==> src/design/oaht_ram.sv <==
// generic single-write, single-read ram with registered read data
// no dependencies
module oaht_ram #(
   parameter int WIDTH = 8,
   parameter int DEPTH = 256
) (
   input  logic                     clock,
   input  logic                     wr_en,
   input  logic [$clog2(DEPTH)-1:0] wr_addr,
   input  logic [WIDTH-1:0]         wr_data,
   input  logic [$clog2(DEPTH)-1:0] rd_addr,
   output logic [WIDTH-1:0]         rd_data
);

   logic [WIDTH-1:0] mem [DEPTH];
   logic [WIDTH-1:0] rd_data_ff;

   // write port and registered read port
   always_ff @(posedge clock) begin
      if (wr_en) begin
         mem[wr_addr] <= wr_data;
      end
      rd_data_ff <= mem[rd_addr];
   end

   assign rd_data = rd_data_ff;

endmodule

==> config.mk <==
export PLATFORM = sky130hd
export DESIGN_NAME = oaht_ram
export DESIGN_NICKNAME = d
export VERILOG_FILES = /design/src/design/oaht_ram.sv
export SDC_FILE = /design/constraint.sdc
export NUM_CORES = 2
export LEC_CHECK = 0
export BUFFER_PORTS_ARGS = -buffer_cell sky130_fd_sc_hd__buf_4
export CAP_MARGIN = 20
export CORE_MARGIN = 2
export CORE_UTILIZATION = 58
export DETAILED_ROUTE_END_ITERATION = 8
export PLACE_DENSITY = 0.74
export SYNTH_ARGS = -nofsm -noshare
export SYNTH_HDL_FRONTEND = slang
export SYNTH_SLANG_ARGS = --single-unit
==> constraint.sdc <==
create_clock -name clock -period 2.4 [get_ports clock]
set_input_delay 0.24 -clock clock [delete_from_list [all_inputs] [get_ports clock]]
set_output_delay 0.24 -clock clock [all_outputs]
set_load 0.02 [all_outputs]
======== Word level (Yosys, flattened, before mapping) ========
Memories as Yosys holds them, arrays and structs flattened. A register that Yosys moved wholly into a read port is not among the register bits.
Cells that the tools add are included.
word-level totals
  register bits ........................... 0
  RAM bits ................................ 2048
  bits of input ports ..................... 26
  output and inout port bits .............. 8
  logic and storage cells ................. 3
  memories kept ........................... 1
memory list
  name  depth  width  read ports  clocked after Yosys merged registers in  wr ports  line  RTL
  mem   256    8      1           1                                        1         15    logic [WIDTH-1:0] mem [DEPTH];
operators by class
  multiplexer cells ....................... 2
operators by type and width
  kind     number
  $mux W1  2

======== Depth between registers and ports, before layout ========
  depth after elaboration ................. 2
  depth in mapped cells ................... 11
  depth with buffers taken out ............ 6

======== Worst setup path before layout ========
OpenSTA, ideal clock, no wires.
  kind .................................... input to register
  from .................................... in rd_addr[0]
  to ...................................... reg rd_data_ff[2], in the netlist rd_data[2], read port of mem
  library setup time ...................... 0.131 ns
  arrival ................................. 2.047 ns
  data required time ...................... 2.269 ns
  setup slack ............................. 0.222 ns
  cell stages on the path ................. 9
  buffers on the path ..................... 4
  path through ............................ buf_6 -> buf_12 -> buf_8 -> buf_2 -> mux4_2 -> a22oi_1 -> a21oi_1 -> nor4_1 -> nor4_2
RTL lines
  item                line  RTL
  start: declaration  11    input logic [$clog2(DEPTH)-1:0] rd_addr,
  end: declaration    16    logic [WIDTH-1:0] rd_data_ff;

==> results.txt <==
largest net degree at the start of global routing = 103
pwr dens = 781 mW/mm²
Synth Register Bits = 2056
max-cap violation count = 0
clk_lat worst skew = 830 ps
synth unique cells = 55
hold endpoint = mem[81][4]
Worst Hold Launch = wr_data[4]
die area = 0.140 mm²
gr usage total = 0.287
drt via density = 6.58
number of global-route vias before repair = 42.3k
count of input and output buffers = 33
FF-to-FF setup slack = -20 ps
row cnt = 135
overall power = 72900 µW
Reg2Reg Depth = 6
sequential share of the synthesized area = 0.775
first-pass GRT wire length = 290 mm
Final HPWL DP = 128 mm
endpoints failing hold = 0
Worst Setup End Kind = register
syn nets = 3759
Tmin final = 2420 ps
Clock Pin Slew Worst Setup and Hold Paths = 60 ps
core box area = 0.136 mm²
routed wire length = 199 mm
WL per Instance = 31.1 µm
clk_skew = 33.2 ps
Slew @ Worst Pin = 896 ps
Slew Limit Headroom = 0.403
critical path class = register to register
Routed Antenna Nets = 0
number of synthesis warnings = 0
Slew Limit Fails = 0
worst r2r dst = rd_data[0]
hold_ws = 54.1 ps
post-CTS setup buffer count = 0
share of layout cells above drive strength 1 = 0.327
RSZ-0062 raised after global routing = true
period utilisation layout = 1.01
gr ovfl total = 0
CTS Buf Count = 197
CTS HTree Levels = 4
Critical Path Fanout Max = 1
clk buf depth = 3
TritonCTS clock tree = done
chip width = 374 µm
Mapped Area = 0.0796 mm²
Via Count = 42.1k
status = finished, violations left
fmax = 0.413 GHz
critical path startpoint category = register
initial antenna violation count = 8
VDD IR max = 0.000808 V
setup slack after layout = -22.3 ps
die span in y = 374 µm
worst hold-check path type = input pin to register
TNS Setup = -30.1 ps
Remaining DRCs = 0
Syn Area/Cell = 21.3 µm²
P_leak = 0.0304 µW
I/O Pins = 34
WP data required = 3080 ps
drt pass-1 iters = 5
Initial DRC Count = 5902
CTS sink count = 2056
initial core utilization = 0.586
failing checks = setup timing
hold path depth = 1
endpoints failing setup = 2
Cells after Synth = 3733
area grow syn2layout = 17.3%
nets@finish = 4493
r2r startpoint = mem[142][0]
Placer Congestion = 0.878
WP data arrival = 3100 ps
CTS Root Cell = clkbuf_16
sequential cells by signal, summed over array words and instances, names as in the netlist:
name and flops:
rd_data 8, mem 2048
report_power, final:
group,internal [µW],switching [µW]
Clock,16100,12800
Combinational,1760,2510
Sequential,39600,85.7
cell usage after synthesis (all sizes together):
cell type | count | area share
or2b | 1 | 0.000094
and3b | 2 | 0.00022
dfxtp | 8 | 0.0020
a21oi | 96 | 0.0060
and2 | 6 | 0.00047
o22ai | 28 | 0.0022
a22o | 8 | 0.00088
o21ai | 12 | 0.00075
a22oi | 133 | 0.013
o311ai | 1 | 0.00011
nor3 | 22 | 0.0014
nor4 | 27 | 0.0024
o32ai | 5 | 0.00064
inv | 1 | 0.000047
nand2 | 33 | 0.0016
clkbuf | 111 | 0.0052
buf | 122 | 0.013
or3b | 1 | 0.00011
o22a | 5 | 0.00055
mux2 | 1 | 0.00014
o211ai | 10 | 0.00094
edfxtp | 2048 | 0.77
nand4 | 10 | 0.00079
clkinv | 1 | 0.000047
nor2 | 282 | 0.013
nand3 | 34 | 0.0021
nor4b | 1 | 0.00011
or2 | 4 | 0.00031
a311oi | 2 | 0.00022
nand2b | 8 | 0.00063
a211oi | 16 | 0.0015
a31oi | 2 | 0.00016
a2111oi | 5 | 0.00066
mux4 | 456 | 0.13
nor3b | 1 | 0.000094
and3 | 1 | 0.000079
mux2i | 134 | 0.017
o221ai | 47 | 0.0053
a21boi | 1 | 0.000094
a221oi | 14 | 0.0016
nand3b | 2 | 0.00019
nor2b | 31 | 0.0024
critical path, cell delays in order (launching register included):
cell,delay (ps)
edfxtp_1,400
mux4_2,480
mux4_2,490
nor2_1,170
a2111oi_0,110
nor3_1,520
nor4_2,110
worst max-delay path by stage:
stage                            from          to  slack (ps)
final                     mem[142][0]  rd_data[0]         -20
after CTS                  mem[64][1]  rd_data[1]          10
after detailed placement   rd_addr[1]  rd_data[5]        -950
after global placement     rd_addr[1]  rd_data[5]       -1030
after floorplan            rd_addr[0]  rd_data[2]         220
after global routing       mem[66][1]  rd_data[1]          -5
cells in the final DEF, fill, tap and decap left out, drive strengths merged, types with 2 or more instances in the layout:
| cell type | instances |
|---|---|
| buf | 755 |
| o21ai | 12 |
| clkinvlp | 2 |
| nand4 | 10 |
| a211oi | 16 |
| o22a | 5 |
| a311oi | 2 |
| bufinv | 8 |
| o32ai | 5 |
| diode | 3 |
| edfxtp | 2048 |
| mux2i | 134 |
| nor2b | 31 |
| o211ai | 10 |
| clkinv | 76 |
| a221oi | 14 |
| dfxtp | 8 |
| a31oi | 2 |
| or2 | 4 |
| clkbuf | 261 |
| mux4 | 456 |
| dlygate4sd3 | 6 |
| and3b | 2 |
| nand3 | 34 |
| and2 | 6 |
| o22ai | 28 |
| nand2b | 8 |
| nor4 | 27 |
| inv | 10 |
| o221ai | 47 |
| a22o | 8 |
| a2111oi | 5 |
| nand3b | 2 |
| nand2 | 33 |
| a22oi | 133 |
| a21oi | 96 |
| nor2 | 282 |
| nor3 | 22 |
cell families after synthesis:
| kind of cell | share of synthesized area |
|---|---|
| multiplexers | 0.146 |
| AND/OR/NAND/NOR | 0.0263 |
| AO/OA/AOI/OAI | 0.0342 |
| flip-flops | 0.775 |
| buffers and inverters | 0.0183 |
final cells by class:
type                            count  area [µm²]
Multi-Input combinational cell   1442       16600
Fill cell                        8100       42500
Inverter                            2        7.51
Sequential cell                  2056       61700
Clock buffer                      254        5210
Tap cell                         1781        2230
Antenna cell                        3        7.51
Timing Repair Buffer              768        6870
Clock inverter                     94         714
routing by layer:
metal	GRT usage	up-vias	part of all wire
li1	-	17200	-
met1	0.406	21800	0.37
met2	0.454	2725	0.48
met3	0.0606	408	0.12
met4	0.0991	14	0.034
met5	0	-	0.00055
what timing repair did:
action                                  in CTS  in global routing
endpoints found under the setup margin       6                  7
endpoints found under the hold margin      205                  0
pin swaps                                    1                  5
resized for setup                           12                 13
hold buffers                                 6                  0
through the flow:
| step | std cells | worst slack, ps | area, µm² | util |
|---|---|---|---|---|
| 5_1_grt | 6397 | -5.35 | 93300 | 0.687 |
| 3_3_place_gp | 6044 | -1030 | 87200 | 0.642 |
| 3_5_place_dp | 6044 | -950 | 87200 | 0.642 |
| 6_report | 6400 | -22.3 | 93300 | 0.687 |
| 2_1_floorplan | 3733 | 222 | 79600 | - |
| 4_1_cts | 6398 | 12.0 | 93300 | 0.687 |
Power figures use the tool's default switching activity.
