<file path="src/design/oaht_pkg.sv">
// shared types, codes and constants of the open-addressing hash table
// no dependencies; imported by the controller, the datapath and the top module
package oaht_pkg;

   // field widths of one item
   localparam int ACTION_W    = 2;
   localparam int KEY_W       = 32;
   localparam int HASH_W      = 32;
   localparam int VALUE_W     = 64;
   localparam int STATUS_W    = 2;
   localparam int MAX_COUNT_W = 8;
   localparam int USED_W      = 9;

   // steps of the hash remainder when the slot count is not a power of two
   localparam int MOD_STEPS   = 3;
   localparam int MOD_CNT_W   = 2;

   // defaults
   localparam int DEF_TABLE_SLOTS = 256;
   localparam logic [MAX_COUNT_W-1:0] MAX_COUNT_RESET = 8'd192;

   // operation codes
   typedef enum logic [ACTION_W-1:0] {
      ACT_GET = 2'd0,
      ACT_SET = 2'd1,
      ACT_DEL = 2'd2
   } action_type;

   // result status codes
   typedef enum logic [STATUS_W-1:0] {
      STAT_TRUE  = 2'd0,
      STAT_FALSE = 2'd1,
      STAT_FULL  = 2'd2
   } status_type;

   // slot kinds
   typedef enum logic [1:0] {
      KIND_EMPTY = 2'd0,
      KIND_USED  = 2'd1,
      KIND_TOMB  = 2'd2
   } kind_type;

   // one slot as kept in the slot memory
   typedef struct packed {
      kind_type             kind;
      logic [KEY_W-1:0]     key;
      logic [VALUE_W-1:0]   value;
   } slot_type;

   localparam int SLOT_W = $bits(slot_type);

   // controller states
   typedef enum logic [2:0] {
      S_CLEAR,
      S_IDLE,
      S_MOD,
      S_START,
      S_PROBE,
      S_DONE
   } state_type;

   // commands from controller to datapath
   typedef struct packed {
      logic clr_step;
      logic load_item;
      logic mod_step;
      logic start;
      logic probe;
      logic rsp_load;
   } cmd_type;

   // status from datapath to controller
   typedef struct packed {
      logic clr_last;
      logic need_mod;
      logic mod_last;
      logic early_stop;
      logic probe_stop;
      logic rsp_free;
   } stat_type;

endpackage

</file>
<file path="src/design/oaht_ctrl.sv">
// controller state machine: clear pass, item intake, home index, probe walk, result hand-off
// depends on oaht_pkg
module oaht_ctrl (
   input  logic               clock,
   input  logic               reset,
   input  logic               req_valid,
   output logic               req_ready,
   input  oaht_pkg::stat_type stat,
   output oaht_pkg::cmd_type  cmd
);
   import oaht_pkg::*;

   state_type state_ff, state_in;

   // state register
   always_ff @(posedge clock) begin
      if (reset) begin
         state_ff <= S_CLEAR;
      end else begin
         state_ff <= state_in;
      end
   end

   // next state
   always_comb begin
      state_in = state_ff;
      unique case (state_ff)
         S_CLEAR: begin
            if (stat.clr_last) state_in = S_IDLE;
         end
         S_IDLE: begin
            if (req_valid) state_in = stat.need_mod ? S_MOD : S_START;
         end
         S_MOD: begin
            if (stat.mod_last) state_in = S_START;
         end
         S_START: begin
            state_in = stat.early_stop ? S_DONE : S_PROBE;
         end
         S_PROBE: begin
            if (stat.probe_stop) state_in = S_DONE;
         end
         S_DONE: begin
            if (stat.rsp_free) state_in = S_IDLE;
         end
         default: state_in = S_CLEAR;
      endcase
   end

   // outputs
   always_comb begin
      cmd       = '0;
      req_ready = 1'b0;
      unique case (state_ff)
         S_CLEAR: cmd.clr_step = 1'b1;
         S_IDLE: begin
            req_ready     = 1'b1;
            cmd.load_item = req_valid;
         end
         S_MOD:   cmd.mod_step = 1'b1;
         S_START: cmd.start    = 1'b1;
         S_PROBE: cmd.probe    = 1'b1;
         S_DONE:  cmd.rsp_load = stat.rsp_free;
         default: cmd = '0;
      endcase
   end

`ifndef SYNTHESIS
   // the clear pass runs once after reset only
   assert property (@(posedge clock) disable iff (reset)
      !$past(reset) && $past(state_ff) != S_CLEAR |-> state_ff != S_CLEAR)
      else $error("controller re-entered the clear pass");

   // a result is moved to the output register only when that register is free
   assert property (@(posedge clock) disable iff (reset)
      cmd.rsp_load |-> stat.rsp_free && state_ff == S_DONE)
      else $error("result loaded over a waiting result");

   // a new item is taken only while idle
   assert property (@(posedge clock) disable iff (reset)
      req_ready |-> state_ff == S_IDLE)
      else $error("item taken outside the idle state");
`endif

endmodule

</file>
<file path="config.mk">
export PLATFORM = sky130hd
export DESIGN_NAME = oaht_ctrl
export DESIGN_NICKNAME = d
export VERILOG_FILES = /design/src/design/oaht_pkg.sv /design/src/design/oaht_ctrl.sv
export SDC_FILE = /design/constraint.sdc
export NUM_CORES = 1
export LEC_CHECK = 0
export ABC_CLOCK_PERIOD_IN_PS = 1900
export BUFFER_PORTS_ARGS = -buffer_cell sky130_fd_sc_hd__buf_2
export CAP_MARGIN = 20
export CORE_AREA = 2 2 39 41
export DETAILED_ROUTE_END_ITERATION = 8
export DIE_AREA = 0 0 41 43
export PLACE_DENSITY_LB_ADDON = 0.3
export SYNTH_ARGS = -nofsm -noshare
export SYNTH_HDL_FRONTEND = slang
export SYNTH_SLANG_ARGS = --single-unit
</file>
<file path="constraint.sdc">
create_clock -name clock -period 1.9 [get_ports clock]
set_clock_uncertainty 0.2 [all_clocks]
set_input_delay 0.38 -clock clock [delete_from_list [all_inputs] [get_ports clock]]
set_output_delay 0.38 -clock clock [all_outputs]
set_load 0.05 [all_outputs]
</file>
Word-level counts from Yosys, hierarchy flattened
Index checks and enable logic that the tools add are counted.
W data, S select, Z words.
{ "classes": {"add_sub_neg": 0, "mul": 0, "div_mod_pow": 0, "order_cmp": 0, "n_eq_ne": 10, "shift": 0, "muxes": 15, "bitwise": 0, "reduce_logical": 2} }
{ "op_table": {"columns": ["cell", "count"], "rows": [
  ["$pmux W3 S6", 1],
  ["$mux W3", 5],
  ["$ne A2 B2 Y1 const B", 5],
  ["$mux W1", 9],
  ["$eq A3 B2 Y1 const B", 2],
  ["$eq A3 B3 Y1 const B", 2],
  ["$reduce_and A5 Y1", 1],
  ["$eq A3 B1 Y1 const B", 1],
  ["$logic_not A3 Y1", 1]
]} }
{ "totals": {"ff_bits": 3, "latch_bits": 0, "ram_bits": 0, "mem_bits_ro": 0, "input_bits": 9, "output_inout_bits": 7, "elab_cells": 28, "mem_count": 0} }

Depth between registers and ports, before layout
{ "logic_depth": {"word_depth": 3, "ltp_mapped": 4, "mapped_depth_nobuf": 3} }

Worst setup path after synthesis
Ideal clock, no wire load.
{ "synth_timing": {"path_kind": "register to output", "start": "reg state_ff[1]", "end": "out cmd[3] (netlist name)", "arrival_ns": 1.607, "required_time_ns": 1.320, "path_slack_ns": -0.287, "path_stages_with_launch": 3, "n_path_buf": 0, "path_cell_list": "dfxtp_1 > inv_1 > nor3_1"} }
{ "synth_rtl": {"columns": ["item", "line", "rtl"], "rows": [
  ["start, declared", "oaht_ctrl.sv:13", "state_type state_ff, state_in;"],
  ["start signal, assigned", "oaht_ctrl.sv:20", "state_ff <= state_in;"],
  ["end, declared", "oaht_ctrl.sv:9", "output oaht_pkg::cmd_type cmd"]
]} }

==> results by group <==
Setup path
  – Required time reported for the critical path endpoint: 1320 ps
  – Worst Path Max Fanout: 8
  – Cell at the slowest stage of the critical path: sky130_fd_sc_hd__dfxtp_2
  – Startpoint Class: flip-flop
  – Critical path capture point type: primary output
  – Sequence of cells on the critical path: inv_1 > nand2_1 > nor2_1 > buf_2
  – CP bufs+invs: 2
  – Endpoint arrival time on the critical path: 1170 ps
  – Biggest cell delay along the critical path: between 300 and 400 ps
  – Worst Path Class, Setup: reg -> out
  – CP top delay family: buffers and inverters

Floorplan
  – Effective utilization at floorplan: 18.35%
  – Count of boundary I/O pins: 16
  – Chip width: between 40 and 50 um
  – Std cell rows: 14
  – Total die area: around 1800 um^2
  – Core box area: around 1400 um^2
  – Die boundary height: ~43 um

Clocking
  – Cell at the root of the clock tree: sky130_fd_sc_hd__clkbuf_4
  – Post-CTS setup buffers: 0
  – Inserted Clock Buffers: 3
  – Count of H-tree levels built during CTS: 1
  – Clock-pin slew reported for the worst setup and hold paths after clock tree synthesis: 30 ps
  – Number of buffers between clock root and the deepest sink: 2
  – Clock tree from TritonCTS: built
  – Clock sink count: 3
  – Number of hold buffers added after cts: 0
  – Worst-skew pair later-pin latency: 230 ps

Job
  – Max capacitance violation total: 0

Logic synthesis
  – Syn Nets: 44
  – Synth Area in Adders: 0%
  – Post-synthesis compound-gate area fraction: 17.24%
  – Area contributors post-synth: sky130_fd_sc_hd__dfxtp_1 24%, sky130_fd_sc_hd__nor3_1 5.9%, sky130_fd_sc_hd__mux2_4 5.9%
  – Count of cell types in the netlist: 22
  – Syn avg cell area: between 7 and 8 um^2
  – Cell type contributing the most total cell area after synthesis: sky130_fd_sc_hd__dfxtp_1
  – Most used DFF post-synth: sky130_fd_sc_hd__dfxtp_1
  – Share of the yosys chip area belonging to registers: a little under a quarter
  – Multiplexer share of the synthesized area: 10.34%
  – Area fraction of the dominant cell type after synthesis: around a quarter
  – Post-synthesis register bit count: 3
  – Number of synthesized flops with an enable pin: 0
  – Simple-gate portion of the synthesized area: 41.87%
  – Syn Std Cell Area: 254.0 um^2
  – Asr flop ratio synth: 0%
  – Dominant combinational cell family by area after synthesis: simple AND/OR/NAND/NOR gates
  – Count of synthesis-stage warnings from yosys: 0
  – Parity-gate share of the synthesized area counting xor and xnor cells: 0%
  – Cell count after synthesis: 35

Global routing
  – Combined global-route utilization of all metal layers: 8.617%
  – Maximum number of pins on one net before global-route repair: 14
  – Via count of the first global-routing pass: 253
  – Initial antenna violation count: 0
  – Wire length of the first global-routing pass: 979 um
  – Remaining global-route overflow: 0

Timing
  – Fmax: 0.5710 GHz
  – Shortest period the worst path allows: 1751 ps
  – Min Hold Slack: approximately 150 ps
  – RSZ-0062 raised after global routing: no
  – Total negative slack: 0 ps
  – Final number of max-transition violations: 0
  – Count of final setup violators: 0
  – Crit share post-route: slightly above 90%
  – Transition time at the pin with the least slew margin: around 270 ps
  – Final-report hold violation count: 0
  – Relative slew slack: 81.75%

Run status
  – Outcome: finished clean

Layout
  – Layout filler cell count: 157
  – FF/Latch Area: ~63 um^2
  – Area growth from synthesis to final layout: 52.71%
  – Area of the multi-input gates: ~190 um^2
  – Largest register FFs: 3
  – Registers with the highest flip-flop counts: state_ff (3)
  – Commonest cells after routing, fill and taps aside: 14 x sky130_fd_sc_hd__buf_2, 4 x sky130_fd_sc_hd__nand2_1, 4 x sky130_fd_sc_hd__nor2_1
  – Largest register by flop count: state_ff
  – Finished Layout Cells: approximately 70
  – Most common library cell in the layout ignoring fill and taps: sky130_fd_sc_hd__buf_2
  – Share of layout cells above drive strength 1: 47.17%
  – Final standard cell utilization of the core: 28.03%
  – Total Nets Final: 63
  – Number of diodes: 0

Routing
  – Routed length per placed instance: 9.319 um
  – Remaining routing DRC violations: 0
  – Number of detailed-route iterations in the first pass: 4
  – Detailed Route Iter0 Violations: 1
  – ANT nets after route: 0
  – Detailed-route via count: between 300 and 400
  – Total wire length after detailed routing: approximately 640 um
  – Via density per instance: 4.623

Placement
  – Port bufs: 15
  – Placer congestion estimate: just over 0.7
  – Placed Cells incl. Taps: 65
  – DPL Wire Length: 506.1 um

Pwr
  – Sequential cell fraction of total power: between 20 and 25%
  – Portion of total power attributed to the clock network: 23.6%
  – Highest ir drop seen on vdd: 0.0004510 V
  – LEAKAGE: 0.1934 nW
  – Combinational power share: 51.5%
  – Cell internal power dissipation: ~240 uW
  – Areal power density over the cells: 1200 nW/um^2
  – Switch share: 47.55%
  – Switch Pwr: 221.2 uW
  – Final total power: 465.3 uW

Worst hold path
  – Class of the tightest hold or removal check: in -> reg
-- metal layers --
metal | global-route usage [%] | up-vias | share of wire [%]
met2 | 11.25 | 9 | 51
met5 | 0 | - | 0
li1 | - | 158 | -
met1 | 10.22 | 152 | 42
met3 | 6.283 | 0 | 7.3
met4 | 4.000 | 0 | 0
-- per-stage QoR --
stage | cell area (um^2) | worst slack [ps]
2_1_floorplan | 264.0 | 41.33
3_3_place_gp | 356.6 | 168.3
3_5_place_dp | 356.6 | 147.0
4_1_cts | 385.4 | 13.21
5_1_grt | 387.9 | 57.65
6_report | 387.9 | 148.7
-- worst reg2reg max path: stages, from the launching register on --
cell and delay (ps):
sky130_fd_sc_hd__dfxtp_2 440, sky130_fd_sc_hd__mux2_4 330, sky130_fd_sc_hd__or3_1 310, sky130_fd_sc_hd__a41o_1 240
-- synthesized netlist by cell type, drive strengths merged (2+ instances only) --
cell type / n
dfxtp: 3
buf: 2
nor2: 4
mux2: 2
inv: 2
nand2: 4
nor3: 3
nand2b: 2
-- layout make-up --
type | count | share of cell area (%)
timing repair buffer | 16 | 21.94
multi-input combinational | 28 | 48.06
inverter | 2 | 1.935
tap | 16 | 5.161
clock buffer | 4 | 6.774
sequential | 3 | 16.13
-- logic make-up (layout without fill, tap and decap cells) --
kind of cell / after synthesis / count (layout)
flops: 3 / 3
compound gates: 6 / 6
simple gates: 20 / 20
buf+inv: 4 / 22
mux: 2 / 2
-- power groups by stage --
stage | registers (mW) | clock network, mW | logic (mW)
detailed placement | 0.114 | 0 | 0.239
CTS | 0.113 | 0.116 | 0.242
global placement | 0.114 | 0 | 0.239
floorplan | 0.0902 | 0 | 0.214
finish | 0.116 | 0.110 | 0.239
global route | 0.120 | 0.125 | 0.255
-- final timing paths --
kind	startpoint	end	slack (ps)	cells after the start
hold reg to reg	state_ff[1]$_SDFFE_PP0P_	state_ff[0]$_SDFFE_PP0P_	420	2
setup reg to reg	state_ff[0]$_SDFFE_PP0P_	state_ff[0]$_SDFFE_PP0P_	270	3
hold / removal	reset	state_ff[1]$_SDFFE_PP0P_	150	2
setup / recovery	state_ff[1]$_SDFFE_PP0P_	cmd[0]	150	4
-- what timing repair did --
action,in CTS,in global routing
cloned,0,0
endpoints found under the setup margin,1,3
gates resized for setup,1,2
Note: power is estimated with default switching activity, not from simulation.
