==> src/design/oaht_pkg.sv <==
// shared types, codes and constants of the open-addressing hash table
// no dependencies; imported by the controller, the datapath and the top module
package oaht_pkg;

   // field widths of one item
   localparam int ACTION_W    = 2;
   localparam int KEY_W       = 32;
   localparam int HASH_W      = 32;
   localparam int VALUE_W     = 64;
   localparam int STATUS_W    = 2;
   localparam int MAX_COUNT_W = 8;
   localparam int USED_W      = 9;

   // steps of the hash remainder when the slot count is not a power of two
   localparam int MOD_STEPS   = 3;
   localparam int MOD_CNT_W   = 2;

   // defaults
   localparam int DEF_TABLE_SLOTS = 256;
   localparam logic [MAX_COUNT_W-1:0] MAX_COUNT_RESET = 8'd192;

   // operation codes
   typedef enum logic [ACTION_W-1:0] {
      ACT_GET = 2'd0,
      ACT_SET = 2'd1,
      ACT_DEL = 2'd2
   } action_type;

   // result status codes
   typedef enum logic [STATUS_W-1:0] {
      STAT_TRUE  = 2'd0,
      STAT_FALSE = 2'd1,
      STAT_FULL  = 2'd2
   } status_type;

   // slot kinds
   typedef enum logic [1:0] {
      KIND_EMPTY = 2'd0,
      KIND_USED  = 2'd1,
      KIND_TOMB  = 2'd2
   } kind_type;

   // one slot as kept in the slot memory
   typedef struct packed {
      kind_type             kind;
      logic [KEY_W-1:0]     key;
      logic [VALUE_W-1:0]   value;
   } slot_type;

   localparam int SLOT_W = $bits(slot_type);

   // controller states
   typedef enum logic [2:0] {
      S_CLEAR,
      S_IDLE,
      S_MOD,
      S_START,
      S_PROBE,
      S_DONE
   } state_type;

   // commands from controller to datapath
   typedef struct packed {
      logic clr_step;
      logic load_item;
      logic mod_step;
      logic start;
      logic probe;
      logic rsp_load;
   } cmd_type;

   // status from datapath to controller
   typedef struct packed {
      logic clr_last;
      logic need_mod;
      logic mod_last;
      logic early_stop;
      logic probe_stop;
      logic rsp_free;
   } stat_type;

endpackage

==> src/design/oaht_dp.sv <==
// datapath: item registers, home index reduction, probe walk, slot update, result registers
// depends on oaht_pkg; drives the ports of the slot ram
module oaht_dp #(
   parameter int TABLE_SLOTS = oaht_pkg::DEF_TABLE_SLOTS,
   localparam int IDX_W = $clog2(TABLE_SLOTS)
) (
   input  logic                                clock,
   input  logic                                reset,
   input  oaht_pkg::cmd_type                   cmd,
   output oaht_pkg::stat_type                  stat,
   input  logic [oaht_pkg::ACTION_W-1:0]       req_action,
   input  logic [oaht_pkg::KEY_W-1:0]          req_key_id,
   input  logic [oaht_pkg::HASH_W-1:0]         req_key_hash,
   input  logic [oaht_pkg::VALUE_W-1:0]        req_value_in,
   input  logic                                csr_wr_en,
   input  logic [oaht_pkg::MAX_COUNT_W-1:0]    csr_wr_data,
   input  logic                                rsp_ready,
   output logic                                rsp_valid,
   output logic [oaht_pkg::STATUS_W-1:0]       rsp_status,
   output logic [oaht_pkg::VALUE_W-1:0]        rsp_value_out,
   output logic                                ram_wr_en,
   output logic [IDX_W-1:0]                    ram_wr_addr,
   output logic [oaht_pkg::SLOT_W-1:0]         ram_wr_data,
   output logic [IDX_W-1:0]                    ram_rd_addr,
   input  logic [oaht_pkg::SLOT_W-1:0]         ram_rd_data
);
   import oaht_pkg::*;

   localparam bit IS_POW2 = (TABLE_SLOTS & (TABLE_SLOTS - 1)) == 0;
   localparam logic [IDX_W-1:0] LAST_IDX   = IDX_W'(TABLE_SLOTS - 1);
   localparam logic [IDX_W-1:0] SLOTS_LOW  = IDX_W'(TABLE_SLOTS);
   // rounded-up reciprocal of the slot count, quotient is exact for every 32-bit hash
   localparam logic [HASH_W-1:0] RECIP =
      HASH_W'(((((64'd1 << IDX_W) - 64'(TABLE_SLOTS)) << HASH_W) / 64'(TABLE_SLOTS))
              + 64'd1);

   // control registers
   logic [IDX_W-1:0]       clr_idx_ff, clr_idx_in;
   logic [USED_W-1:0]      used_count_ff, used_count_in;
   logic [MAX_COUNT_W-1:0] max_count_ff, max_count_in;
   logic                   rsp_valid_ff, rsp_valid_in;

   // payload registers
   logic [ACTION_W-1:0]    action_ff, action_in;
   logic [KEY_W-1:0]       key_ff, key_in;
   logic [HASH_W-1:0]      hash_ff, hash_in;
   logic [VALUE_W-1:0]     val_ff, val_in;
   logic [HASH_W-1:0]      quot_ff, quot_in;
   logic [IDX_W-1:0]       rem_ff, rem_in;
   logic [MOD_CNT_W-1:0]   mod_cnt_ff, mod_cnt_in;
   logic [IDX_W-1:0]       cur_ff, cur_in;
   logic [IDX_W-1:0]       cnt_ff, cnt_in;
   logic                   tomb_ff, tomb_in;
   logic [IDX_W-1:0]       tomb_at_ff, tomb_at_in;
   status_type             res_status_ff, res_status_in;
   logic [VALUE_W-1:0]     res_value_ff, res_value_in;
   status_type             rsp_status_ff, rsp_status_in;
   logic [VALUE_W-1:0]     rsp_value_ff, rsp_value_in;

   logic [2*HASH_W-1:0]    recip_prod;
   logic [IDX_W-1:0]       rem_prod;
   logic [IDX_W-1:0]       home_idx;
   logic [IDX_W-1:0]       next_idx;
   slot_type               rd_slot;
   slot_type               wr_slot;
   logic                   is_empty, is_tomb, is_hit, is_last, probe_stop;
   logic                   tomb_seen;
   logic [IDX_W-1:0]       tomb_addr;
   logic                   early_full, bad_action, early_stop;
   logic                   used_inc;

   // register update
   always_ff @(posedge clock) begin
      if (reset) begin
         clr_idx_ff    <= '0;
         used_count_ff <= '0;
         max_count_ff  <= MAX_COUNT_RESET;
         rsp_valid_ff  <= 1'b0;
      end else begin
         clr_idx_ff    <= clr_idx_in;
         used_count_ff <= used_count_in;
         max_count_ff  <= max_count_in;
         rsp_valid_ff  <= rsp_valid_in;
      end
   end

   always_ff @(posedge clock) begin
      action_ff     <= action_in;
      key_ff        <= key_in;
      hash_ff       <= hash_in;
      val_ff        <= val_in;
      quot_ff       <= quot_in;
      rem_ff        <= rem_in;
      mod_cnt_ff    <= mod_cnt_in;
      cur_ff        <= cur_in;
      cnt_ff        <= cnt_in;
      tomb_ff       <= tomb_in;
      tomb_at_ff    <= tomb_at_in;
      res_status_ff <= res_status_in;
      res_value_ff  <= res_value_in;
      rsp_status_ff <= rsp_status_in;
      rsp_value_ff  <= rsp_value_in;
   end

   // load limit register
   always_comb begin
      max_count_in = max_count_ff;
      if (csr_wr_en) max_count_in = csr_wr_data;
   end

   // clear pass counter
   always_comb begin
      clr_idx_in = clr_idx_ff;
      if (cmd.clr_step) clr_idx_in = clr_idx_ff + 1'b1;
   end

   // item intake and remainder of the hash by the slot count:
   // high half of the reciprocal product, then the quotient, then hash minus quotient times slots
   assign recip_prod = (2*HASH_W)'(hash_ff) * (2*HASH_W)'(RECIP);
   assign rem_prod   = quot_ff[IDX_W-1:0] * SLOTS_LOW;

   always_comb begin
      action_in  = action_ff;
      key_in     = key_ff;
      hash_in    = hash_ff;
      val_in     = val_ff;
      quot_in    = quot_ff;
      rem_in     = rem_ff;
      mod_cnt_in = mod_cnt_ff;
      if (cmd.load_item) begin
         action_in  = req_action;
         key_in     = req_key_id;
         hash_in    = req_key_hash;
         val_in     = req_value_in;
         rem_in     = '0;
         mod_cnt_in = '0;
      end else if (cmd.mod_step) begin
         case (mod_cnt_ff)
            MOD_CNT_W'(0): quot_in = recip_prod[2*HASH_W-1:HASH_W];
            MOD_CNT_W'(1): quot_in = (quot_ff + ((hash_ff - quot_ff) >> 1)) >> (IDX_W - 1);
            default:       rem_in  = hash_ff[IDX_W-1:0] - rem_prod;
         endcase
         mod_cnt_in = mod_cnt_ff + 1'b1;
      end
   end

   assign home_idx = IS_POW2 ? hash_ff[IDX_W-1:0] : rem_ff;

   // refusals decided before any probe
   assign early_full = (action_ff == ACT_SET) &&
                       (({1'b0, used_count_ff} + 10'd1) > {2'b00, max_count_ff});
   assign bad_action = (action_ff != ACT_GET) && (action_ff != ACT_SET) &&
                       (action_ff != ACT_DEL);
   assign early_stop = early_full || bad_action;

   // slot evaluation for the slot read in the previous cycle
   assign rd_slot    = slot_type'(ram_rd_data);
   assign is_empty   = rd_slot.kind == KIND_EMPTY;
   assign is_tomb    = rd_slot.kind == KIND_TOMB;
   assign is_hit     = !is_empty && !is_tomb && (rd_slot.key == key_ff);
   assign is_last    = cnt_ff == LAST_IDX;
   assign probe_stop = is_empty || is_hit || is_last;
   assign tomb_seen  = tomb_ff || is_tomb;
   assign tomb_addr  = tomb_ff ? tomb_at_ff : cur_ff;
   assign next_idx   = (cur_ff == LAST_IDX) ? '0 : cur_ff + 1'b1;

   // probe walk, one slot a cycle
   always_comb begin
      cur_in      = cur_ff;
      cnt_in      = cnt_ff;
      tomb_in     = tomb_ff;
      tomb_at_in  = tomb_at_ff;
      ram_rd_addr = next_idx;
      if (cmd.start) begin
         ram_rd_addr = home_idx;
         cur_in      = home_idx;
         cnt_in      = '0;
         tomb_in     = 1'b0;
      end else if (cmd.probe && !probe_stop) begin
         cur_in = next_idx;
         cnt_in = cnt_ff + 1'b1;
         if (is_tomb && !tomb_ff) begin
            tomb_in    = 1'b1;
            tomb_at_in = cur_ff;
         end
      end
   end

   // outcome of the item and slot update
   always_comb begin
      res_status_in  = res_status_ff;
      res_value_in   = res_value_ff;
      ram_wr_en      = 1'b0;
      ram_wr_addr    = clr_idx_ff;
      wr_slot.kind   = KIND_EMPTY;
      wr_slot.key    = '0;
      wr_slot.value  = '0;
      used_inc       = 1'b0;
      if (cmd.clr_step) begin
         ram_wr_en = 1'b1;
      end else if (cmd.start && early_stop) begin
         res_status_in = early_full ? STAT_FULL : STAT_FALSE;
         res_value_in  = '0;
      end else if (cmd.probe && probe_stop) begin
         res_status_in = STAT_FALSE;
         res_value_in  = '0;
         wr_slot.kind  = KIND_USED;
         wr_slot.key   = key_ff;
         wr_slot.value = val_ff;
         ram_wr_addr   = cur_ff;
         case (action_ff)
            ACT_GET: begin
               if (is_hit) begin
                  res_status_in = STAT_TRUE;
                  res_value_in  = rd_slot.value;
               end
            end
            ACT_SET: begin
               if (is_hit) begin
                  ram_wr_en     = 1'b1;
                  res_status_in = STAT_FALSE;
               end else if (tomb_seen) begin
                  ram_wr_en     = 1'b1;
                  ram_wr_addr   = tomb_addr;
                  res_status_in = STAT_TRUE;
               end else if (is_empty) begin
                  ram_wr_en     = 1'b1;
                  used_inc      = 1'b1;
                  res_status_in = STAT_TRUE;
               end else begin
                  res_status_in = STAT_FULL;
               end
            end
            ACT_DEL: begin
               if (is_hit) begin
                  ram_wr_en     = 1'b1;
                  wr_slot.kind  = KIND_TOMB;
                  wr_slot.key   = rd_slot.key;
                  wr_slot.value = rd_slot.value;
                  res_status_in = STAT_TRUE;
               end
            end
            default: res_status_in = STAT_FALSE;
         endcase
      end
   end

   assign ram_wr_data   = wr_slot;
   assign used_count_in = used_count_ff + USED_W'(used_inc);

   // output register
   always_comb begin
      rsp_valid_in  = rsp_valid_ff;
      rsp_status_in = rsp_status_ff;
      rsp_value_in  = rsp_value_ff;
      if (cmd.rsp_load) begin
         rsp_valid_in  = 1'b1;
         rsp_status_in = res_status_ff;
         rsp_value_in  = res_value_ff;
      end else if (rsp_ready) begin
         rsp_valid_in = 1'b0;
      end
   end

   assign rsp_valid     = rsp_valid_ff;
   assign rsp_status    = rsp_status_ff;
   assign rsp_value_out = rsp_value_ff;

   // status to the controller
   assign stat.clr_last   = clr_idx_ff == LAST_IDX;
   assign stat.need_mod   = !IS_POW2;
   assign stat.mod_last   = mod_cnt_ff == MOD_CNT_W'(MOD_STEPS - 1);
   assign stat.early_stop = early_stop;
   assign stat.probe_stop = probe_stop;
   assign stat.rsp_free   = !rsp_valid_ff || rsp_ready;

`ifndef SYNTHESIS
   // only a successful get carries a value
   assert property (@(posedge clock) disable iff (reset)
      rsp_valid_ff && rsp_status_ff != STAT_TRUE |-> rsp_value_ff == '0)
      else $error("value on a result that found nothing");

   // used count never falls and grows by at most one per item
   assert property (@(posedge clock) disable iff (reset)
      !$past(reset) |-> USED_W'(used_count_ff - $past(used_count_ff)) <= USED_W'(1))
      else $error("used count moved by more than one or fell");

   // outside the clear pass the slot store is written only where a probe ends
   assert property (@(posedge clock) disable iff (reset)
      ram_wr_en && !cmd.clr_step |-> cmd.probe && probe_stop)
      else $error("slot written outside the end of a probe");
`endif

endmodule

==> config.mk <==
export PLATFORM = sky130hd
export DESIGN_NAME = oaht_dp
export DESIGN_NICKNAME = d
export VERILOG_FILES = /design/src/design/oaht_pkg.sv /design/src/design/oaht_dp.sv
export SDC_FILE = /design/constraint.sdc
export NUM_CORES = 1
export LEC_CHECK = 0
export ABC_AREA = 0
export BUFFER_PORTS_ARGS = -buffer_cell sky130_fd_sc_hd__buf_2
export CORE_AREA = 2 2 170 172
export CTS_BUF_LIST = sky130_fd_sc_hd__clkbuf_8
export DETAILED_ROUTE_END_ITERATION = 8
export DIE_AREA = 0 0 172 174
export GPL_TIMING_DRIVEN = 0
export PLACE_DENSITY = 0.77
export RECOVER_POWER = 25
export SLEW_MARGIN = 30
export SYNTH_ARGS = -nofsm -noshare
export SYNTH_HDL_FRONTEND = slang
export SYNTH_SLANG_ARGS = --single-unit
==> constraint.sdc <==
create_clock -name clock -period 17.25 [get_ports clock]
set_input_delay 3.45 -clock clock [delete_from_list [all_inputs] [get_ports clock]]
set_output_delay 3.45 -clock clock [all_outputs]
set_load 0.1 [all_outputs]
======== Word-level counts from Yosys, hierarchy flattened ========
Index checks and enable logic that the tools add are counted.
word-level totals
  bits in registers ....................... 291
  output and inout bits ................... 188
  memory bits (read-only) ................. 0
  memories ................................ 0
  bits of input ports ..................... 246
  bits in latches ......................... 0
  word-level logic and storage cells ...... 108
  RAM bits ................................ 0
operators by class
  reductions and logical operators ........ 29
  bitwise logic cells ..................... 2
  $add $sub $neg .......................... 6
  $lt $le $gt $ge ......................... 1
  shift operators ......................... 0
  muxes and demuxes ....................... 43
  $mul .................................... 0
  equality and inequality tests ........... 10
  div/mod/pow operators ................... 0
operators by type and width
  kind                  number
  $mux 98               5
  $mux 64               3
  $mux 8                11
  $eq 32x32->1          1
  $add 8x1->8 const B   3
  $eq 8x8->1 const B    3
  $mux 1                16
  $mux 2                6
  $add 9x1->10 const B  1
  $gt 10x8->1           1
  $add 9x1->9           1
  $logic_and 1x1->1     9
  $reduce_bool 2->1     4
  $eq 2x2->1 const B    3
  $logic_not 1->1       5
  $logic_or 1x1->1      5
  $logic_not 2->1       2
  $pmux 2 s2            1
  $reduce_and 2->1      2
  $reduce_and 3->1      1
  $add 2x1->2 const B   1
  $eq 2x1->1 const B    1
  $ne 2x1->1 const B    1
  $ne 2x2->1 const B    1
  3 further kinds       4

======== Depth between registers and ports, before layout ========
Gate-level depths: netlist (run 1).
  word-level depth ........................ 11
  mapped depth ............................ 17
  gate-level depth less buffers ........... 16

======== Worst setup path before layout (run 1) ========
No wires, ideal clock.
  path kind ............................... input to output
  from .................................... in ram_rd_data[73] in the netlist's numbering
  to ...................................... out ram_wr_data[10] in the netlist's numbering
  arrival ................................. 6.333 ns
  stages on the path ...................... 8
  path slack .............................. 7.467 ns
  required time ........................... 13.800 ns
  cells stage by stage .................... xor2_1 -> nor4_2 -> nand4_1 -> o31ai_4 -> nand4b_4 -> buf_4 -> buf_2 -> nor2_1
between the ends
  longest elaborated chain between the ends .. 8
  elaborated cells on any way between the ends .. 10
RTL lines
  what                           line            text
  from (decl)                    oaht_dp.sv:25   input logic [oaht_pkg::SLOT_W-1:0] ram_rd_data
  $eq 32x32->1                   oaht_dp.sv:160  assign is_hit = !is_empty && !is_tomb && (rd_slot.key == key_ff);
  $logic_and 1x1->1              oaht_dp.sv:160
  $logic_or 1x1->1 (2 in a row)  oaht_dp.sv:162  assign probe_stop = is_empty || is_hit || is_last;
  net probe_stop                 oaht_dp.sv:66   logic is_empty, is_tomb, is_hit, is_last, probe_stop;
  $logic_and 1x1->1              oaht_dp.sv:204  end else if (cmd.probe && probe_stop) begin
  $mux 98                        oaht_dp.sv:204
  $mux 98                        oaht_dp.sv:201  end else if (cmd.start && early_stop) begin
  $mux 98                        oaht_dp.sv:199  if (cmd.clr_step) begin
  to (decl)                      oaht_dp.sv:23   output logic [oaht_pkg::SLOT_W-1:0] ram_wr_data,
The timed path passes the listed nets, and every way through them passes these cells.

======== Final worst setup path (run 1) ========
  from .................................... in ram_rd_data[78] in the netlist's numbering
  to ...................................... out ram_wr_data[78] in the netlist's numbering
The elaborated chain is that of the path after synthesis.

==> results of run 1 <==
==> synthesized netlist by cell type (all sizes together), types with 3 or more instances <==
cell type	n
nor4	10
o21a	3
nand3	11
mux2	18
xor2	45
clkbuf	16
nand2	26
dfxtp	37
nand4	11
nand2b	3
nor2b	3
o31ai	6
buf	24
and3	5
or3	8
xnor2	9
o21ai	17
or4	3
o211ai	3
a21oi	13
and2	65
nor2	128
ha	19
inv	50
edfxtp	254
mux2i	73
==> worst max-delay path by stage <==
stage,slack [ps],end,startpoint,depth (start not counted)
6_report,7290,ram_wr_data[78],ram_rd_data[78],10
5_1_grt,7130,ram_wr_data[64],ram_rd_data[85],10
4_1_cts,7180,ram_wr_data[15],ram_rd_data[78],10
3_5_place_dp,7180,ram_wr_data[15],ram_rd_data[78],10
3_3_place_gp,6710,res_value_ff[43]$_SDFFCE_PP0P_,ram_rd_data[78],7
2_1_floorplan,7470,ram_wr_data[10],ram_rd_data[73],8
==> metal layers <==
metal / up-vias / global-route usage, % / wire, um
li1: 4066 / - / -
met1: 3958 / 22.7 / 11600
met2: 357 / 36.2 / 15900
met3: 82 / 5.24 / 2520
met4: 6 / 8.54 / 1150
met5: - / 0 / 38
==> cells by family (layout without fill, tap and decap cells) <==
group / after synthesis / after routing
adders and majority gates: 19 / 19
DFF: 291 / 291
AOI/OAI and AO/OA: 57 / 57
muxes: 91 / 91
and+or+nand+nor: 280 / 280
buffers and inverters: 90 / 585
other: 1 / 5
xor gates and xnor gates: 54 / 54
==> sequential cells by signal (all words and copies together) (netlist names), 8 cells and up <==
| signal | flops |
|---|---|
| max_count_ff | 8 |
| hash_ff | 8 |
| key_ff | 32 |
| tomb_at_ff | 8 |
| val_ff | 64 |
| res_value_ff | 64 |
| used_count_ff | 9 |
| clr_idx_ff | 8 |
| cnt_ff | 8 |
| rsp_value_out | 64 |
| cur_ff | 8 |
==> worst register-to-register path, stage by stage (launching register included) <==
cell and delay, ps:
dfxtp_1 300, clkbuf_1 260, nand4_1 210, nor2_1 170
xor2_1 190, ha_1 280, a211oi_1 230, a41oi_1 260
o31ai_2 560, nand4b_4 230, buf_2 290, nor4b_2 300
ha_1 230, ha_1 180, nand3_1 170, or3_1 370
a21oi_1 150
==> power groups by stage <==
stage | Sequential, uW | Clock, uW | Combinational [uW]
CTS | 829 | 564 | 243
global route | 833 | 596 | 254
floorplan | 900 | 0 | 110
finish | 829 | 548 | 241
detailed placement | 843 | 0 | 242
global placement | 843 | 0 | 236
==> layout make-up <==
| type | count | area (um^2) |
|---|---|---|
| clock buffers | 50 | 688 |
| fillers | 2416 | 12500 |
| clock inverters | 37 | 188 |
| diodes | 4 | 10.0 |
| plain buffers | 40 | 191 |
| flip-flops and latches | 291 | 8370 |
| inverters | 50 | 188 |
| repair buffers | 408 | 2120 |
| well taps | 384 | 480 |
| multi-input cells | 502 | 3470 |
==> through the flow <==
step,worst slack [ps],cell area (um^2)
finish,7290,15700
global route,7130,15700
CTS,7180,15700
detailed placement,7180,14800
global placement,6710,14700
floorplan,7470,12200
==> reports/metrics.cfg, run 1 <==
[setup_path]
r2r-end=used_count_ff[6]$_SDFF_PP0_
critical_path_buf_inv_count=4
r2r.worst_path.cells=16
regToRegStartpoint=used_count_ff[3]$_SDFF_PP0_
worst-endpoint-required_ps=13800
largest_fanout_of_any_net_on_the_critical_path=10
crit_slowest_cell=o31ai_4
crit_path_frequent_cell=buf_2
worst_ep_arrival_time_ps=6510
critPathTopFamily=simple AND/OR/NAND/NOR gates
critical_path.startpoint_type=input pin
ff2ff_setup_slack_ps=12780
worstSetupEndpointType=output port
critical_path.cell_chain=buf_2 > xor2_1 > nor4_2 > nand4_1 > o31ai_4 > nand4b_4 > buf_4 > buf_2 > nor2_1 > buf_2
critical_path.max_stage_delay_ps=530
criticalPathCategory=input pin to output port

[power_and_ir_drop]
cell_internal_pwr_uw=1150
power.clock.fraction_pct=33.9
fin_total_pwr_uw=1620
p_sw_share_pct=29.0
p_per_area_nw_per_um2=103
peakVddDrop_uv=93.7
power.combinational.fraction_pct=14.9
power_leakage_uw=0.00662
net-switching-power_uw=469
seq_power_share_pct=51.2

[timing]
worst_slew_margin_rel_pct=-75.5
setup_viol_count_final=0
timing.final.crit_share_pct=57.7
setup_total_negative_slack_ps=0
timing.final.crit_period_ps=9960
final_max_slew_viol_count=43
setup_repair_after_global_routing_missed_its_margin=false
timing_worst_slew_pin_value_ps=2630
worst_clock_skew_ps=25.7
hold_viol_final=0
final.hold.worst_slack_ps=411
fmaxAchievable_mhz=100

[placed_design]
gpl.final_weighted_congestion=0.861
buffer_ports.inserted=403
post-place-cells=1675
dp_hpwl_um=23900

[outcome]
run_status=complete, but fails checks
violated_checks=max-capacitance violations, max-slew violations

[grt]
antenna_found_initial=7
globalRouteTotalUtil_pct=20.2
grt_first_pass_wirelength_um=46100
first_global_vias=8627
gr-total-overflow=0
maximum_number_of_pins_on_one_net_before_global_route_repair=67

[yosys]
netlist-cell-type-count=50
main_combinational_cell_family_by_area_after_synthesis=simple AND/OR/NAND/NOR gates
synth_xor_area_share_pct=3.88
syn_area_per_cell_um2=13.8
synth_adder_area_share_pct=1.95
mapped_area_um2=12200
synth_largest_area_cell=edfxtp_1
synth-warning-count=0
synth-edff-count=254
synth_area_leaders=edfxtp_1, dfxtp_1, mux2i_1
synth_compound_area_share_pct=3.16
post-synth-top-area-fraction_pct=62.5
basic_gate_share_of_the_synthesized_area_counting_and_or_nand_and_nor_cells_pct=11.6
netlist_instances=883
syn_nets=1148
asyncSetResetFlopFracSynth_pct=0
yosys_most_used_dff=edfxtp_1
ys_seq_area_share_pct=68.6
postSynthRegisterBits=291
synthMuxAreaShare_pct=7.71

[cells_and_area]
num-nets-final=1606
layout-area-overhead-vs-synth_pct=28.7
drive_above_1_share_pct=37.5
post-route-util_pct=55.6
mostFrequentLayoutCells=buf_2, edfxtp_1, nor2_1
layout.cells.most_common=buf_2
stdcell_count=1766

[drt]
routedWlPerCell_um=17.7
post_route_ant_nets=0
vias=8469
detail_route.vias_per_cell=4.80
detailedRoute.firstIterationViolations=480
remaining_drc_errors=0
dr.pass1.iters=5
totalWireLength_um=31200

[job]
max_cap_violations=1

[die]
num_rows=62
starting_density_of_the_core_pct=43.2
chipHeight_um=174
die_area_um2=29900
chipWidth_um=172
core_um2=28200
boundaryPins=434

[cts]
clock_pin_slew_on_the_worst_setup_and_hold_paths_ps=60
worstSkewPairLatency_ps=560
cts.sink_count=291
tritoncts_buffer_count=48
cts_tree=yes
clock_tree.buffer_depth=3
post-cts-setup-buffers=0
cts_root_buffer=clkbuf_8
htreeDepth=2
postCtsHoldBufs=0
cts_repair_resize_count=0

[min_path]
worstHoldEndpoint=rsp_value_out[54]$_DFFE_PP_
timing.hold.worst.class=register to register
whs_path_depth=0
worstHoldStart=res_value_ff[54]$_SDFFCE_PP0P_

(Power assumes the default switching activity.)
==> run 2, diff against run 1 <==
- CORE_AREA: 2 2 170 172 -> 2 2 169 171
- DIE_AREA: 0 0 172 174 -> 0 0 171 173
- PLACE_DENSITY: 0.77 -> 0.81
- clock period: 17.25 -> 8.5 ns (I/O delays scaled with it)
==> reports/metrics.cfg, run 2 (synthesis gave the netlist of run 1 again) <==
[outcome]
run_status=complete, but fails checks
violated_checks=max-capacitance violations, max-slew violations

[grt]
first_global_vias=8764
maximum_number_of_pins_on_one_net_before_global_route_repair=62
gr-total-overflow=0
gr-usage-met2_pct=35.9
met1_usage_pct=23.9
antenna_found_initial=4
grt_first_pass_wirelength_um=47000
globalRouteTotalUtil_pct=20.8
global_route.usage.met3_pct=4.99
grt-busiest-layer=met2

[cts]
worstSkewPairLatency_ps=560
post-cts-setup-buffers=0
cts.sink_count=291
tritoncts_buffer_count=48
cts_tree=yes
htreeDepth=2
cts_repair_resize_count=0
postCtsHoldBufs=0
cts_root_buffer=clkbuf_8
clock_tree.buffer_depth=3
clock_pin_slew_on_the_worst_setup_and_hold_paths_ps=60

[min_path]
worstHoldEndpoint=rsp_value_out[34]$_DFFE_PP_
whs_path_depth=0
timing.hold.worst.class=register to register
worstHoldStart=res_value_ff[34]$_SDFFCE_PP0P_

[timing]
timing.final.crit_period_ps=6630
timing_worst_slew_pin_value_ps=2660
final_max_slew_viol_count=78
hold_viol_final=0
timing.final.crit_share_pct=78.0
worst_clock_skew_ps=34.4
fmaxAchievable_mhz=151
worst_slew_margin_rel_pct=-77.2
setup_viol_count_final=0
setup_total_negative_slack_ps=0
setup_repair_after_global_routing_missed_its_margin=false

[die]
chipHeight_um=173
boundaryPins=434
chipWidth_um=171
starting_density_of_the_core_pct=44.2
core_um2=27600
num_rows=61
die_area_um2=29600

[power_and_ir_drop]
power_leakage_uw=0.00656
p_sw_share_pct=29.3
net-switching-power_uw=960
seq_power_share_pct=51.4
cell_internal_pwr_uw=2320
p_per_area_nw_per_um2=209
peakVddDrop_uv=149
power.clock.fraction_pct=33.6
power.combinational.fraction_pct=15.0

[job]
max_cap_violations=2

[setup_path]
critical_path_depth=10
critical_path.max_stage_delay_ps=550
crit_path_frequent_cell=buf_2
critPathTopFamily=simple AND/OR/NAND/NOR gates
worst-endpoint-required_ps=6800
largest_fanout_of_any_net_on_the_critical_path=10
critical_path.startpoint_type=input pin
critical_path.cell_chain=buf_2 > xor2_1 > nor4_1 > nand4_1 > nor3_1 > buf_4 > buf_2 > mux2i_1 > nor2_1 > buf_2
regToRegStartpoint=used_count_ff[2]$_SDFF_PP0_
criticalPathCategory=input pin to output port
critical_path_buf_inv_count=4
r2r-end=used_count_ff[6]$_SDFF_PP0_
r2r.worst_path.cells=16
worst_ep_arrival_time_ps=4930
ff2ff_setup_slack_ps=3980
worstSetupEndpointType=output port
crit_slowest_cell=nor3_1
crit_path_start=ram_rd_data[93]

[drt]
dr.pass1.iters=4
post_route_ant_nets=0
totalWireLength_um=31500
routedWlPerCell_um=17.9
detailedRoute.firstIterationViolations=480
vias=8582
detail_route.vias_per_cell=4.88
remaining_drc_errors=0

[placed_design]
gpl.final_weighted_congestion=0.857
dp_hpwl_um=24000
post-place-cells=1669
buffer_ports.inserted=403

[cells_and_area]
stdcell_count=1758
layout.cells.most_common=buf_2
mostFrequentLayoutCells=buf_2, edfxtp_1, nor2_1
num-nets-final=1606
drive_above_1_share_pct=37.6
layout-area-overhead-vs-synth_pct=28.5

[run 2: cell count changes in the layout (fill, tap and decap cells not counted), sizes merged]
cell and delta:
clkbuf -2, clkinv +15, clkinvlp +1, diode -2
inv -14
[run 2: power groups by stage]
stage               logic [uW]  clock network, uW  registers, uW
global placement           479                  0           1710
floorplan                  224                  0           1830
finish                     492               1100           1680
global route               516               1190           1690
CTS                        495               1130           1680
detailed placement         493                  0           1710
[run 2: area by class of cell]
class / instances / area, um^2
Multi-Input combinational cell: 502 / 3470
Tap cell: 378 / 473
Fill cell: 2247 / 12000
Sequential cell: 291 / 8370
Buffer: 40 / 191
Clock inverter: 39 / 201
Inverter: 50 / 188
Antenna cell: 2 / 5.00
Timing Repair Buffer: 408 / 2120
Clock buffer: 48 / 661
[run 2: worst reg2reg max path: cells and delay by family, from the launching register on]
family,cells,cell delay (ps)
AOI/OAI and AO/OA,4,1190
xor gates and xnor gates,1,220
adders and majority gates,3,710
buffers and inverters,2,560
DFF,1,310
and+or+nand+nor,6,1450
[run 2: metal layers]
| metal | wire (um) | part of all wire [%] |
|---|---|---|
| met1 | 12000 | 38 |
| met3 | 2460 | 7.8 |
| met4 | 1440 | 4.6 |
| met2 | 15600 | 49 |
| met5 | 15 | 0.048 |
[run 2: through the flow]
| step | instance area (um^2) | setup slack [ps] | hold slack [ps] | power, uW | util (%) |
|---|---|---|---|---|---|
| after floorplan | 12200 | 1900 | 400 | 2050 | - |
| after global placement | 14700 | -295 | 401 | 2190 | 53.2 |
| after CTS | 15700 | 1790 | 407 | 3310 | 56.8 |
| after detailed placement | 14800 | 1790 | 405 | 2200 | 53.6 |
| after global routing | 15700 | 1690 | 420 | 3400 | 56.7 |
| final | 15700 | 1870 | 406 | 3280 | 56.7 |
[run 2: worst max path at each step]
stage                                                 to
after floorplan               res_status_ff[0]$_DFFE_PP_
after global placement    res_value_ff[45]$_SDFFCE_PP0P_
after detailed placement                 ram_wr_data[61]
after CTS                                ram_wr_data[61]
after global routing                     ram_wr_data[40]
final                                    ram_wr_data[40]
